**config.mk**
```make
export PLATFORM = sky130hd
export DESIGN_NAME = backslash_escape_decoder_unit
export DESIGN_NICKNAME = d
export VERILOG_FILES = /design/src/rtl/bed_pkg.sv /design/src/rtl/backslash_escape_decoder_unit.sv /design/src/rtl/bed_in_stage.sv /design/src/rtl/bed_decoder.sv /design/src/rtl/bed_out_queue.sv
export SDC_FILE = /design/constraint.sdc
export NUM_CORES = 1
export LEC_CHECK = 0
export BUFFER_PORTS_ARGS = -buffer_cell sky130_fd_sc_hd__buf_2
export CORE_ASPECT_RATIO = 0.8
export CORE_MARGIN = 2
export CORE_UTILIZATION = 50
export DETAILED_ROUTE_END_ITERATION = 10
export PLACE_DENSITY = 0.66
export SYNTH_ARGS = -nofsm -noshare
export SYNTH_HDL_FRONTEND = slang
export SYNTH_SLANG_ARGS = --single-unit
```
**constraint.sdc**
```tcl
create_clock -name clk -period 5.3 [get_ports clk]
set_input_delay 0.53 -clock clk [delete_from_list [all_inputs] [get_ports clk]]
set_output_delay 0.53 -clock clk [all_outputs]
set_load 0.02 [all_outputs]
```
**src/rtl/bed_pkg.sv**
```systemverilog
// ----------------------------------------------------------------------------
// bed_pkg: shared types and constants for the backslash escape decoder
// Decode modes, character codes and the structs passed between stages.
// ----------------------------------------------------------------------------
package bed_pkg;

  typedef enum logic [1:0] {
    MODE_TEXT   = 2'd0,
    MODE_BSLASH = 2'd1,
    MODE_OCT    = 2'd2,
    MODE_HEX    = 2'd3
  } bed_mode_t;

  localparam logic [7:0]  CH_BSL   = 8'h5C;  // backslash
  localparam logic [7:0]  CH_ESC   = 8'h1B;  // result of \e
  localparam logic [7:0]  CH_VT    = 8'h0B;  // result of \v
  localparam logic [11:0] BYTE_MAX = 12'h0FF;

  // Output queue geometry
  localparam int unsigned QDEPTH = 4;
  localparam int unsigned QPTR_W = $clog2(QDEPTH);
  localparam int unsigned QCNT_W = $clog2(QDEPTH + 1);

  // Results caused by one input item: zero, one or two bytes
  typedef struct packed {
    logic [1:0] cnt;
    logic [7:0] data0;
    logic [7:0] data1;
    logic       last;
  } bed_res_t;

  // One entry of the output queue
  typedef struct packed {
    logic [7:0] data;
    logic       run_last;
    logic       string_end;
  } bed_entry_t;

endpackage

```
**src/rtl/backslash_escape_decoder_unit.sv**
```systemverilog
// ----------------------------------------------------------------------------
// backslash_escape_decoder_unit: C-style escape sequence decoder
// Decodes a byte stream, one character per transfer, into result bytes.
// ----------------------------------------------------------------------------
// Usage:
//   Input channel (in_valid/in_ready): one character per transfer, with
//   in_last on the final character of a string.
//   Result channel (out_valid/out_ready): decoded bytes; out_run_last marks
//   the last result of one input character, out_string_end the last result
//   of the string. A character gives zero, one or two results.
//   Config: cfg_we/cfg_data set the escape enable bit; write it only while
//   the block is idle. With the bit clear every byte passes through.
// Dataflow and throughput:
//   A character waits in the input register, and the decode logic writes
//   its results into the result queue, from where they are handed out.
//   One character per cycle is taken as long as the output side keeps up;
//   the single result port (one transfer per cycle) sets that figure, so a
//   character with two results needs a second output transfer.
// Reset and stall:
//   Reset empties the input register and result queue, clears the enable
//   bit and returns the decoder to text mode. When the receiver stalls the
//   4-entry queue fills, the decoder holds, and in_ready drops once the
//   input register is occupied.
// ----------------------------------------------------------------------------
module backslash_escape_decoder_unit import bed_pkg::*; (
  input  logic       clk,
  input  logic       rst_n,
  input  logic       cfg_we,
  input  logic       cfg_data,
  input  logic       in_valid,
  output logic       in_ready,
  input  logic [7:0] in_byte,
  input  logic       in_last,
  output logic       out_valid,
  input  logic       out_ready,
  output logic [7:0] out_byte,
  output logic       out_run_last,
  output logic       out_string_end
);

  logic       stg_valid;
  logic [7:0] stg_byte;
  logic       stg_last;
  logic       room;
  logic       adv;
  bed_res_t   res;

  // Advance the held character once the queue can take two results
  assign adv = stg_valid && room;

  bed_in_stage u_in_stage (
    .clk       (clk),
    .rst_n     (rst_n),
    .in_valid  (in_valid),
    .in_ready  (in_ready),
    .in_byte   (in_byte),
    .in_last   (in_last),
    .adv       (adv),
    .stg_valid (stg_valid),
    .stg_byte  (stg_byte),
    .stg_last  (stg_last)
  );

  // Decode state moves only when the character leaves the input register
  bed_decoder u_decoder (
    .clk      (clk),
    .rst_n    (rst_n),
    .cfg_we   (cfg_we),
    .cfg_data (cfg_data),
    .c        (stg_byte),
    .last     (stg_last),
    .adv      (adv),
    .res      (res)
  );

  bed_out_queue u_out_queue (
    .clk            (clk),
    .rst_n          (rst_n),
    .push           (adv),
    .res            (res),
    .room           (room),
    .out_valid      (out_valid),
    .out_ready      (out_ready),
    .out_byte       (out_byte),
    .out_run_last   (out_run_last),
    .out_string_end (out_string_end)
  );

endmodule

```
**src/rtl/bed_in_stage.sv**
```systemverilog
// ----------------------------------------------------------------------------
// bed_in_stage: input register
// Holds one accepted character until the decoder can hand on its results.
// ----------------------------------------------------------------------------
module bed_in_stage import bed_pkg::*; (
  input  logic       clk,
  input  logic       rst_n,
  input  logic       in_valid,
  output logic       in_ready,
  input  logic [7:0] in_byte,
  input  logic       in_last,
  input  logic       adv,
  output logic       stg_valid,
  output logic [7:0] stg_byte,
  output logic       stg_last
);

  logic       valid_r, valid_nxt;
  logic [7:0] byte_r;
  logic       last_r;
  logic       load;

  assign in_ready = !valid_r || adv;
  assign load     = in_valid && in_ready;

  always_comb begin
    valid_nxt = valid_r;
    if (load) begin
      valid_nxt = 1'b1;
    end else if (adv) begin
      valid_nxt = 1'b0;
    end
  end

  always_ff @(posedge clk) begin
    if (!rst_n) begin
      valid_r <= 1'b0;
    end else begin
      valid_r <= valid_nxt;
    end
  end

  always_ff @(posedge clk) begin
    if (load) begin
      byte_r <= in_byte;
      last_r <= in_last;
    end
  end

  assign stg_valid = valid_r;
  assign stg_byte  = byte_r;
  assign stg_last  = last_r;

endmodule

```
**src/rtl/bed_decoder.sv**
```systemverilog
// ----------------------------------------------------------------------------
// bed_decoder: escape decode logic and decode state
// Maps one character and the current mode to up to two result bytes.
// ----------------------------------------------------------------------------
module bed_decoder import bed_pkg::*; (
  input  logic       clk,
  input  logic       rst_n,
  input  logic       cfg_we,
  input  logic       cfg_data,
  input  logic [7:0] c,
  input  logic       last,
  input  logic       adv,
  output bed_res_t   res
);

  logic       en_r;
  bed_mode_t  mode_r, mode_nxt;
  logic [7:0] val_r, val_nxt;
  logic [1:0] dl_r, dl_nxt;
  logic       is_dig;
  logic [3:0] dig;
  logic [11:0] nv;
  logic [1:0] cnt;
  logic [7:0] r0, r1;

  always_comb begin
    cnt      = 2'd0;
    r0       = 8'h00;
    r1       = 8'h00;
    mode_nxt = mode_r;
    val_nxt  = val_r;
    dl_nxt   = dl_r;
    is_dig   = 1'b0;
    dig      = 4'h0;
    nv       = 12'h000;

    if (!en_r) begin
      mode_nxt = MODE_TEXT;
      val_nxt  = 8'h00;
      dl_nxt   = 2'd0;
      r0       = c;
      cnt      = 2'd1;
    end else begin
      case (mode_r)
        MODE_TEXT: begin
          if (c == CH_BSL) begin
            mode_nxt = MODE_BSLASH;
          end else begin
            r0  = c;
            cnt = 2'd1;
          end
        end
        MODE_BSLASH: begin
          mode_nxt = MODE_TEXT;
          cnt      = 2'd1;
          case (c)
            CH_BSL: r0 = CH_BSL;
            8'h61:  r0 = 8'h07;   // a
            8'h62:  r0 = 8'h08;   // b
            8'h65:  r0 = CH_ESC;  // e
            8'h66:  r0 = 8'h0C;   // f
            8'h6E:  r0 = 8'h0A;   // n
            8'h72:  r0 = 8'h0D;   // r
            8'h74:  r0 = 8'h09;   // t
            8'h76:  r0 = CH_VT;   // v
            8'h30: begin          // 0: up to three more octal digits
              mode_nxt = MODE_OCT;
              val_nxt  = 8'h00;
              dl_nxt   = 2'd3;
              cnt      = 2'd0;
            end
            8'h31, 8'h32, 8'h33, 8'h34, 8'h35, 8'h36, 8'h37: begin
              mode_nxt = MODE_OCT;
              val_nxt  = {5'b0, c[2:0]};
              dl_nxt   = 2'd2;
              cnt      = 2'd0;
            end
            8'h78: begin          // x
              mode_nxt = MODE_HEX;
              val_nxt  = 8'h00;
              dl_nxt   = 2'd2;
              cnt      = 2'd0;
            end
            default: r0 = c;      // unknown escape: drop the backslash
          endcase
        end
        default: begin
          if (mode_r == MODE_OCT) begin
            is_dig = c inside {[8'h30:8'h37]};
            dig    = {1'b0, c[2:0]};
            nv     = {1'b0, val_r, 3'b000} + {8'h00, dig};
          end else begin
            if (c inside {[8'h30:8'h39]}) begin
              is_dig = 1'b1;
              dig    = c[3:0];
            end else if (c inside {[8'h41:8'h46], [8'h61:8'h66]}) begin
              is_dig = 1'b1;
              dig    = c[3:0] + 4'd9;
            end
            nv = {val_r, 4'h0} + {8'h00, dig};
          end

          if (!is_dig || dl_r == 2'd0) begin
            // non-digit ends the escape, then counts as text
            r0       = val_r;
            cnt      = 2'd1;
            mode_nxt = MODE_TEXT;
            if (c == CH_BSL) begin
              mode_nxt = MODE_BSLASH;
            end else begin
              r1  = c;
              cnt = 2'd2;
            end
          end else if (nv > BYTE_MAX) begin
            // overflow: value, then the digit as a literal
            r0       = val_r;
            r1       = c;
            cnt      = 2'd2;
            mode_nxt = MODE_TEXT;
          end else begin
            val_nxt = nv[7:0];
            dl_nxt  = dl_r - 2'd1;
            if (dl_nxt == 2'd0) begin
              r0       = nv[7:0];
              cnt      = 2'd1;
              mode_nxt = MODE_TEXT;
            end
          end
        end
      endcase
    end

    // Flush any pending escape at the end of the string
    if (last) begin
      if (mode_nxt == MODE_BSLASH) begin
        if (cnt == 2'd0) r0 = CH_BSL;
        else r1 = CH_BSL;
        cnt = cnt + 2'd1;
      end else if (mode_nxt == MODE_OCT || mode_nxt == MODE_HEX) begin
        if (cnt == 2'd0) r0 = val_nxt;
        else r1 = val_nxt;
        cnt = cnt + 2'd1;
      end
      mode_nxt = MODE_TEXT;
      val_nxt  = 8'h00;
      dl_nxt   = 2'd0;
    end
  end

  always_ff @(posedge clk) begin
    if (!rst_n) begin
      en_r   <= 1'b0;
      mode_r <= MODE_TEXT;
      val_r  <= 8'h00;
      dl_r   <= 2'd0;
    end else begin
      if (cfg_we) begin
        en_r <= cfg_data;
      end
      if (adv) begin
        mode_r <= mode_nxt;
        val_r  <= val_nxt;
        dl_r   <= dl_nxt;
      end
    end
  end

  assign res.cnt   = cnt;
  assign res.data0 = r0;
  assign res.data1 = r1;
  assign res.last  = last;

endmodule

```
**src/rtl/bed_out_queue.sv**
```systemverilog
// ----------------------------------------------------------------------------
// bed_out_queue: result register queue
// Takes up to two results per cycle and hands out one per transfer.
// ----------------------------------------------------------------------------
module bed_out_queue import bed_pkg::*; (
  input  logic       clk,
  input  logic       rst_n,
  input  logic       push,
  input  bed_res_t   res,
  output logic       room,
  output logic       out_valid,
  input  logic       out_ready,
  output logic [7:0] out_byte,
  output logic       out_run_last,
  output logic       out_string_end
);

  bed_entry_t              mem [QDEPTH];
  logic [QPTR_W-1:0]       wr_ptr_r, wr_ptr_nxt;
  logic [QPTR_W-1:0]       rd_ptr_r, rd_ptr_nxt;
  logic [QCNT_W-1:0]       cnt_r, cnt_nxt;
  logic [1:0]              push_n;
  logic                    pop;
  logic [QPTR_W-1:0]       wr_ptr_p1;
  bed_entry_t              e0, e1;

  assign room      = cnt_r <= QCNT_W'(QDEPTH - 2);
  assign pop       = out_valid && out_ready;
  assign push_n    = push ? res.cnt : 2'd0;
  assign wr_ptr_p1 = wr_ptr_r + QPTR_W'(1);

  assign e0.data       = res.data0;
  assign e0.run_last   = (res.cnt == 2'd1);
  assign e0.string_end = (res.cnt == 2'd1) && res.last;
  assign e1.data       = res.data1;
  assign e1.run_last   = 1'b1;
  assign e1.string_end = res.last;

  always_comb begin
    wr_ptr_nxt = wr_ptr_r + QPTR_W'(push_n);
    rd_ptr_nxt = pop ? rd_ptr_r + QPTR_W'(1) : rd_ptr_r;
    cnt_nxt    = cnt_r + QCNT_W'(push_n) - QCNT_W'(pop);
  end

  always_ff @(posedge clk) begin
    if (!rst_n) begin
      wr_ptr_r <= '0;
      rd_ptr_r <= '0;
      cnt_r    <= '0;
    end else begin
      wr_ptr_r <= wr_ptr_nxt;
      rd_ptr_r <= rd_ptr_nxt;
      cnt_r    <= cnt_nxt;
    end
  end

  always_ff @(posedge clk) begin
    if (push_n != 2'd0) begin
      mem[wr_ptr_r] <= e0;
    end
    if (push_n == 2'd2) begin
      mem[wr_ptr_p1] <= e1;
    end
  end

  assign out_valid      = cnt_r != '0;
  assign out_byte       = mem[rd_ptr_r].data;
  assign out_run_last   = mem[rd_ptr_r].run_last;
  assign out_string_end = mem[rd_ptr_r].string_end;

endmodule

```
# Yosys cells after proc, flatten, opt, wreduce, memory -nomap -nowiden

Memory sizes are Yosys's and may differ from the RTL's. A register that Yosys moved wholly into a read port is not among the register bits.
Index checks and enable logic that the tools add are counted.

$lt $le $gt $ge: 9
Equality and inequality tests: 29
Add/subtract/negate cells: 10
Mux-type cells: 75
Reductions and logical operators: 28

Operators with widths:

| kind                  | count |
|---|---|
| $mux W8               | 23 |
| $eq A8 B7 Y1 const B  | 10 |
| $pmux W8 S10          | 1 |
| $eq A8 B6 Y1 const B  | 8 |
| $pmux W8 S2           | 3 |
| $mux W2               | 20 |
| $mux W12              | 3 |
| $mux W4               | 5 |
| $pmux W2 S2           | 5 |
| $ge A8 B7 Y1 const B  | 2 |
| $le A8 B6 Y1 const B  | 2 |
| $le A8 B7 Y1 const B  | 2 |
| $reduce_or A8 Y1      | 2 |
| $mux W1               | 15 |
| $add A11 B3 Y12       | 1 |
| $add A12 B4 Y12       | 1 |
| $gt A12 B8 Y1 const B | 1 |
| $reduce_or A9 Y1      | 1 |
| $eq A2 B2 Y1 const B  | 4 |
| $ge A8 B6 Y1 const B  | 1 |
| $logic_and A1 B1 Y1   | 8 |
| $logic_not A2 Y1      | 4 |
| $ne A4 B4 Y1 const B  | 2 |
| $reduce_or A7 Y1      | 1 |
| 16 further kinds      | 26 |

Register bits: 30
Memories: 1
RAM bits: 40
Input port bits: 15
Output and inout port bits: 12

Memory list:

| name            | depth | width | rd ports | clocked after memory_dff | wr ports | RTL line            | RTL |
|---|---|---|---|---|---|---|---|
| u_out_queue.mem | 4     | 10    | 1        | 1                        | 2        | bed_out_queue.sv:18 | `bed_entry_t mem [QDEPTH];` |

# Logic depth before layout (Yosys ltp)

Word-level depth: 26
Depth in mapped cells: 17

# By module

Synthesis repeated with hierarchy kept, for this count alone.

Cells, all modules: 481
Area, all modules: 4814.6 um2

Modules (own cells, without submodules):

| module                        | cells each | times used | area each (um2) |
|---|---|---|---|
| bed_out_queue                 | 179        | 1          | 2484.9 |
| bed_decoder                   | 287        | 1          | 1995.7 |
| bed_in_stage                  | 14         | 1          | 327.8 |
| backslash_escape_decoder_unit | 1          | 1          | 6.3 |

# Worst setup path before layout

Ideal clock, no wire load.

Path type: reg-to-reg
Start point: register u_in_stage.byte_r[0], in the netlist u_in_stage.stg_byte[0]
End point: register u_out_queue.cnt_r[2]
Setup slack: 1.019 ns
Data required time: 5.185 ns
Cell stages (with the launch flop): 18
Arrival time: 4.166 ns
Buffers on the path: 1
Path through: edfxtp_1 > clkbuf_1 > inv_1 > ha_1 > o21bai_1 > a21boi_1 > nor2_1 > a21oi_4 > nor3_2 > inv_1 > ha_1 > a31oi_2 > nand2b_1 > ha_1 > fa_1 > xor2_1 > xnor2_1 > and2_1

Longest elaborated chain between the ends: 25
Elaborated cells between the ends (all ways): 68

RTL lines:

| what                                                     | RTL line            | RTL |
|---|---|---|
| start, declared                                          | bed_in_stage.sv:19  | `logic [7:0] byte_r;` |
| start signal, assigned                                   | bed_in_stage.sv:45  | `byte_r <= in_byte;` |
| branches (longest 21 deep; another with $add A12 B4 Y12) | n/a                 |  |
| $mux W2 *                                                | bed_decoder.sv:134  | `if (last) begin` |
| $mux W2 *                                                | bed_out_queue.sv:29 | `assign push_n = push ? res.cnt : 2'd0;` |
| $add A3 B2 Y3 *                                          | bed_out_queue.sv:42 | `cnt_nxt = cnt_r + QCNT_W'(push_n) - QCNT_W'(pop);` |
| $sub A3 B1 Y3 *                                          | bed_out_queue.sv:42 |  |
| end signal, assigned                                     | bed_out_queue.sv:53 | `cnt_r <= cnt_nxt;` |
| end, declared                                            | bed_out_queue.sv:21 | `logic [QCNT_W-1:0] cnt_r, cnt_nxt;` |

Mark *: on every way between the ends. The select of a mux whose other input is x is not followed.
A chain may end at the register's enable or synchronous reset.

# Worst setup path after layout

Start point: register u_in_stage.byte_r[1], in the netlist u_in_stage.stg_byte[1]
End point: register u_out_queue.cnt_r[2]

Same word-level chain as after synthesis.

==> summary.txt <==
ROUTING
------------------------------------------------------------------------------------
Post-detailed-route via-to-cell ratio                                           6.73
Aggregate routed wire length                                                15100 um
Starting DRT DRC Count                                                           595
Vias                                                                            4575
Mean routed wirelength per cell                                              22.3 um
Number of remaining DRC errors                                                     0
DRT antenna net count                                                              0
DRT Pass-1 Iters                                                                   6

TIMING
------------------------------------------------------------------------------------
Worst setup slack after layout                                              0.637 ns
Final period util                                                              0.880
RSZ-0062 raised after global routing                                           false
Time the final worst path needs with I/O delays and setup                    4.66 ns
Final number of max-transition violations                                          0
Number of hold-slack violations in the final timing report                         0
Transition time at the pin with the least slew margin                       0.896 ns
Highest clock rate                                                           214 MHz
Relative slew slack                                                            0.399
Final TNS setup                                                                 0 ns
Post-route clock skew                                                     0.00576 ns
Setup violation total in the final timing report                                   0

DIE
------------------------------------------------------------------------------------
Die area                                                                   10800 um2
Floorplan row count                                                               32
Chip Width                                                                    116 um
Effective utilization at floorplan                                             0.516
Ports placed on the boundary                                                      27
Core region area                                                            9690 um2
Die boundary height                                                          93.5 um

WORST SETUP PATH
------------------------------------------------------------------------------------
Setup crit end kind                                                         register
Most used cell, CP                                                      sky130_fd_sc_hd__ha_1
Startpoint class of the critical path                                       register
Count of cell instances traversed by the critical path                            17
Critical path startpoint                                                u_in_stage.stg_byte[1]$_DFFE_PP_
Count of buffering cells on the critical path with inverters included              3
Worst Reg-to-Reg Cells                                                            17
Data required time at the worst endpoint                                     5.54 ns
Slowest cell delay on critical path                                          0.53 ns
Reg-to-reg slack, setup                                                      0.64 ns
Critical Path Slowest Stage Cell                                        sky130_fd_sc_hd__edfxtp_1
Worst R2R Start                                                         u_in_stage.stg_byte[1]$_DFFE_PP_
Worst-path cell chain                                                   inv_1 -> ha_1 -> nor4b_2 -> o22ai_1 -> a21oi_2 -> a21oi_4 -> nor3_2 -> buf_4 -> inv_1 -> ha_1 -> a31oi_2 -> nand2b_1 -> ha_1 -> fa_1 -> xor2_1 -> xnor2_1 -> and2_1
Reg2reg end                                                             u_out_queue.cnt_r[2]$_SDFF_PN0_
Critical path destination                                               u_out_queue.cnt_r[2]$_SDFF_PN0_
Crit-path leading delay family                                           adder cells
Crit path max fanout                                                              10
Type of the worst setup path                                            register to register
Arrival @ worst endpoint                                                     4.90 ns

SYNTHESIS
------------------------------------------------------------------------------------
Number of different library cells in the post-synthesis netlist                   86
Number of warnings issued by yosys                                                 0
Most used flip-flop cell after synthesis                                sky130_fd_sc_hd__edfxtp_1
Nets in the synthesized netlist                                                  549
Per-instance average area after synthesis                                   9.58 um2
Post-synthesis cell area                                                    5000 um2
Number of flops mapped to enable cells by yosys                                   45
Syn Inst Count                                                                   522
Post-synthesis register bit count                                                 72
Fraction of synthesis flops using an asynchronous set or reset pin                 0
Share of synthesized area occupied by flip-flops and latches                   0.378

PLACED DESIGN
------------------------------------------------------------------------------------
Placed Cells                                                                     664
Number of port buffers                                                            26
HPWL after DPL                                                              11000 um
Worst setup timing slack at the placement stage                             0.679 ns
Placer's final routability congestion estimate                                 0.972

GLOBAL ROUTE
------------------------------------------------------------------------------------
Met2 usage                                                                     0.420
GRT met1 Usage                                                                 0.435
Busiest metal layer after global routing                                        met1
Total track usage                                                              0.297
Remaining global-route overflow                                                    0
M3 GR Usage                                                                   0.0901
First-pass GRT wire length                                                  24100 um
Largest net degree at the start of global routing                                 25
Number of global-route vias before repair                                       4262
Number of antenna violations at the first check in global routing                  0

CELLS AND AREA
------------------------------------------------------------------------------------
Final nets                                                                       566
Area Overhead vs Synth                                                         11.6%
Final cell count without fillers                                                 680
Ant diodes                                                                         0
Layout cells sized above 1                                                     0.188

CLOCK NETWORK
------------------------------------------------------------------------------------
Clock tree from TritonCTS                                                      built
Number of buffers on the longest clock path                                        2
Root Buffer Master                                                      sky130_fd_sc_hd__clkbuf_16
Clock transition at path regs                                                0.06 ns
Number of sinks on the clock net                                                  72
Quantity of gates resized following cts                                            0
Post-CTS setup-driven buffer insertion count                                       0
Insertion delay of the later-clocked pin in the worst-skew pair              0.34 ns
Number of buffers created by CTS                                                   9
Number of hold buffers added after CTS                                             0
Number of H-tree levels                                                            3

POWER
------------------------------------------------------------------------------------
Pwr dens                                                                  329 nW/um2
Switch share                                                                   0.295
Cell leakage power                                                           1.87 nW
Clock network fraction of design power                                         0.381
Switching Power                                                           0.000541 W
Sequential fraction of design power                                            0.393
Peak VDD IR                                                                   242 uV
Combinational share of power                                                   0.226
Internal portion of total power                                            0.00129 W

RUN
------------------------------------------------------------------------------------
Number of maximum-capacitance violations                                           0

MIN PATH
------------------------------------------------------------------------------------
Path category of the worst min-delay check                              input pin to register
Worst Min Path Start                                                      in_byte[3]

OUTCOME
------------------------------------------------------------------------------------
Run status                                                                 completed

synth_stat cells (3+ instances only):
cell	instances	share of area
sky130_fd_sc_hd__buf_2	5	0.0050
sky130_fd_sc_hd__o21a_1	5	0.0075
sky130_fd_sc_hd__edfxtp_1	45	0.27
sky130_fd_sc_hd__a21boi_0	3	0.0045
sky130_fd_sc_hd__mux2_2	5	0.011
sky130_fd_sc_hd__a22o_1	4	0.0070
sky130_fd_sc_hd__nand2b_1	5	0.0063
sky130_fd_sc_hd__and3_1	8	0.010
sky130_fd_sc_hd__nor3_2	3	0.0060
sky130_fd_sc_hd__nand3_1	27	0.027
sky130_fd_sc_hd__nand4_1	6	0.0075
sky130_fd_sc_hd__a31oi_1	7	0.0088
sky130_fd_sc_hd__buf_1	3	0.0023
sky130_fd_sc_hd__o21ai_0	21	0.021
sky130_fd_sc_hd__clkbuf_1	18	0.014
sky130_fd_sc_hd__nand3b_1	4	0.0060
sky130_fd_sc_hd__or2_2	3	0.0038
sky130_fd_sc_hd__nor2b_1	15	0.019
sky130_fd_sc_hd__nand2_2	5	0.0063
sky130_fd_sc_hd__mux4_2	10	0.045
sky130_fd_sc_hd__a31o_2	3	0.0053
sky130_fd_sc_hd__nand4b_1	3	0.0053
sky130_fd_sc_hd__a21oi_1	18	0.018
sky130_fd_sc_hd__o211a_1	4	0.0080
sky130_fd_sc_hd__a21boi_1	5	0.0075
sky130_fd_sc_hd__o32ai_1	6	0.011
sky130_fd_sc_hd__and2_1	14	0.018
sky130_fd_sc_hd__ha_1	11	0.028
sky130_fd_sc_hd__o22ai_1	29	0.036
sky130_fd_sc_hd__or3_1	6	0.0075
sky130_fd_sc_hd__dfxtp_1	27	0.11
sky130_fd_sc_hd__xnor2_1	3	0.0053
sky130_fd_sc_hd__nor4_1	6	0.0075
sky130_fd_sc_hd__o2bb2ai_1	4	0.0070
sky130_fd_sc_hd__mux2i_1	5	0.010
sky130_fd_sc_hd__nor3_1	9	0.0090
sky130_fd_sc_hd__nor2_1	30	0.023
sky130_fd_sc_hd__inv_1	17	0.013
sky130_fd_sc_hd__a22oi_1	8	0.012
sky130_fd_sc_hd__nand2_1	49	0.037
cells in the final DEF, fill, tap and decap left out, types with 6 or more instances in the layout:
| master | n |
|---|---|
| sky130_fd_sc_hd__nand2_1 | 49 |
| sky130_fd_sc_hd__nand4_1 | 6 |
| sky130_fd_sc_hd__a21oi_1 | 18 |
| sky130_fd_sc_hd__edfxtp_1 | 45 |
| sky130_fd_sc_hd__and3_1 | 8 |
| sky130_fd_sc_hd__nor4_1 | 6 |
| sky130_fd_sc_hd__buf_4 | 8 |
| sky130_fd_sc_hd__buf_2 | 26 |
| sky130_fd_sc_hd__nor3_1 | 9 |
| sky130_fd_sc_hd__o22ai_1 | 29 |
| sky130_fd_sc_hd__a22oi_1 | 8 |
| sky130_fd_sc_hd__nor2b_1 | 15 |
| sky130_fd_sc_hd__clkbuf_16 | 9 |
| sky130_fd_sc_hd__dfxtp_1 | 27 |
| sky130_fd_sc_hd__mux4_2 | 10 |
| sky130_fd_sc_hd__nor2_1 | 30 |
| sky130_fd_sc_hd__o32ai_1 | 6 |
| sky130_fd_sc_hd__o21ai_0 | 21 |
| sky130_fd_sc_hd__or3_1 | 6 |
| sky130_fd_sc_hd__and2_1 | 14 |
| sky130_fd_sc_hd__a31oi_1 | 7 |
| sky130_fd_sc_hd__ha_1 | 11 |
| sky130_fd_sc_hd__inv_1 | 17 |
| sky130_fd_sc_hd__nand3_1 | 27 |
metrics by stage:
stage,utilization,cell area (um2),hold WS (ns),power [W]
after floorplan,-,5000,0.459,0.00103
after global placement,0.541,5240,0.489,0.00113
after detailed placement,0.541,5240,0.490,0.00115
after CTS,0.576,5580,0.350,0.00184
after global routing,0.576,5580,0.353,0.00191
final,0.576,5580,0.357,0.00184
registers in the layout (all words and copies together), names as in the netlist, named ones only:
name,count
u_out_queue.cnt_r,3
u_out_queue.rd_ptr_r,2
u_in_stage.stg_last,1
u_out_queue.mem,40
u_out_queue.wr_ptr_r,2
u_decoder.dl_r,2
u_decoder.val_r,8
u_decoder.en_r,1
u_in_stage.stg_valid,1
u_in_stage.stg_byte,8
u_decoder.mode_r,2
power by group through the flow:
stage	sequential [W]	combinational, W	clock (W)
finish	0.000722	0.000416	0.000699
global route	0.000734	0.000455	0.000724
CTS	0.000722	0.000417	0.000706
detailed placement	0.000733	0.000414	0
global placement	0.000730	0.000404	0
floorplan	0.000686	0.000342	0
kinds of logic after synthesis:
family                     after synthesis  share of synthesized area
and+or+nand+nor                        206                      0.227
AOI/OAI and AO/OA                      161                      0.251
DFF                                     72                      0.378
buffers and inverters                   46                     0.0373
muxes                                   20                     0.0663
adders and majority gates               12                     0.0315
xor gates and xnor gates                 5                    0.00876
cell type report:
| class | instances | area, um2 |
|---|---|---|
| Clock inverter | 6 | 108 |
| Tap cell | 136 | 170 |
| Sequential cell | 72 | 1890 |
| Inverter | 18 | 67.6 |
| Timing Repair Buffer | 34 | 190 |
| Clock buffer | 10 | 229 |
| Multi-Input combinational cell | 404 | 2920 |
| Fill cell | 892 | 4110 |
how the worst min path moves through the flow:
stage | slack [ns] | cells after the start | end
after global routing | 0.35 | 1 | u_in_stage.stg_byte[2]$_DFFE_PP_
after detailed placement | 0.49 | 2 | u_out_queue.mem[1][1]$_SDFFE_PP1N_
final | 0.36 | 1 | u_in_stage.stg_byte[3]$_DFFE_PP_
after CTS | 0.35 | 1 | u_in_stage.stg_byte[3]$_DFFE_PP_
after floorplan | 0.46 | 2 | u_out_queue.mem[2][1]$_SDFFE_PP1P_
after global placement | 0.49 | 2 | u_out_queue.mem[2][1]$_SDFFE_PP1P_
layer usage:
layer | wire length (um) | vias to the layer above
met1 | 6820 | 2198
met2 | 6380 | 275
met5 | 0 | -
met3 | 1610 | 39
met4 | 327 | 0
li1 | - | 2063
Note: power is estimated with default switching activity, not from simulation.
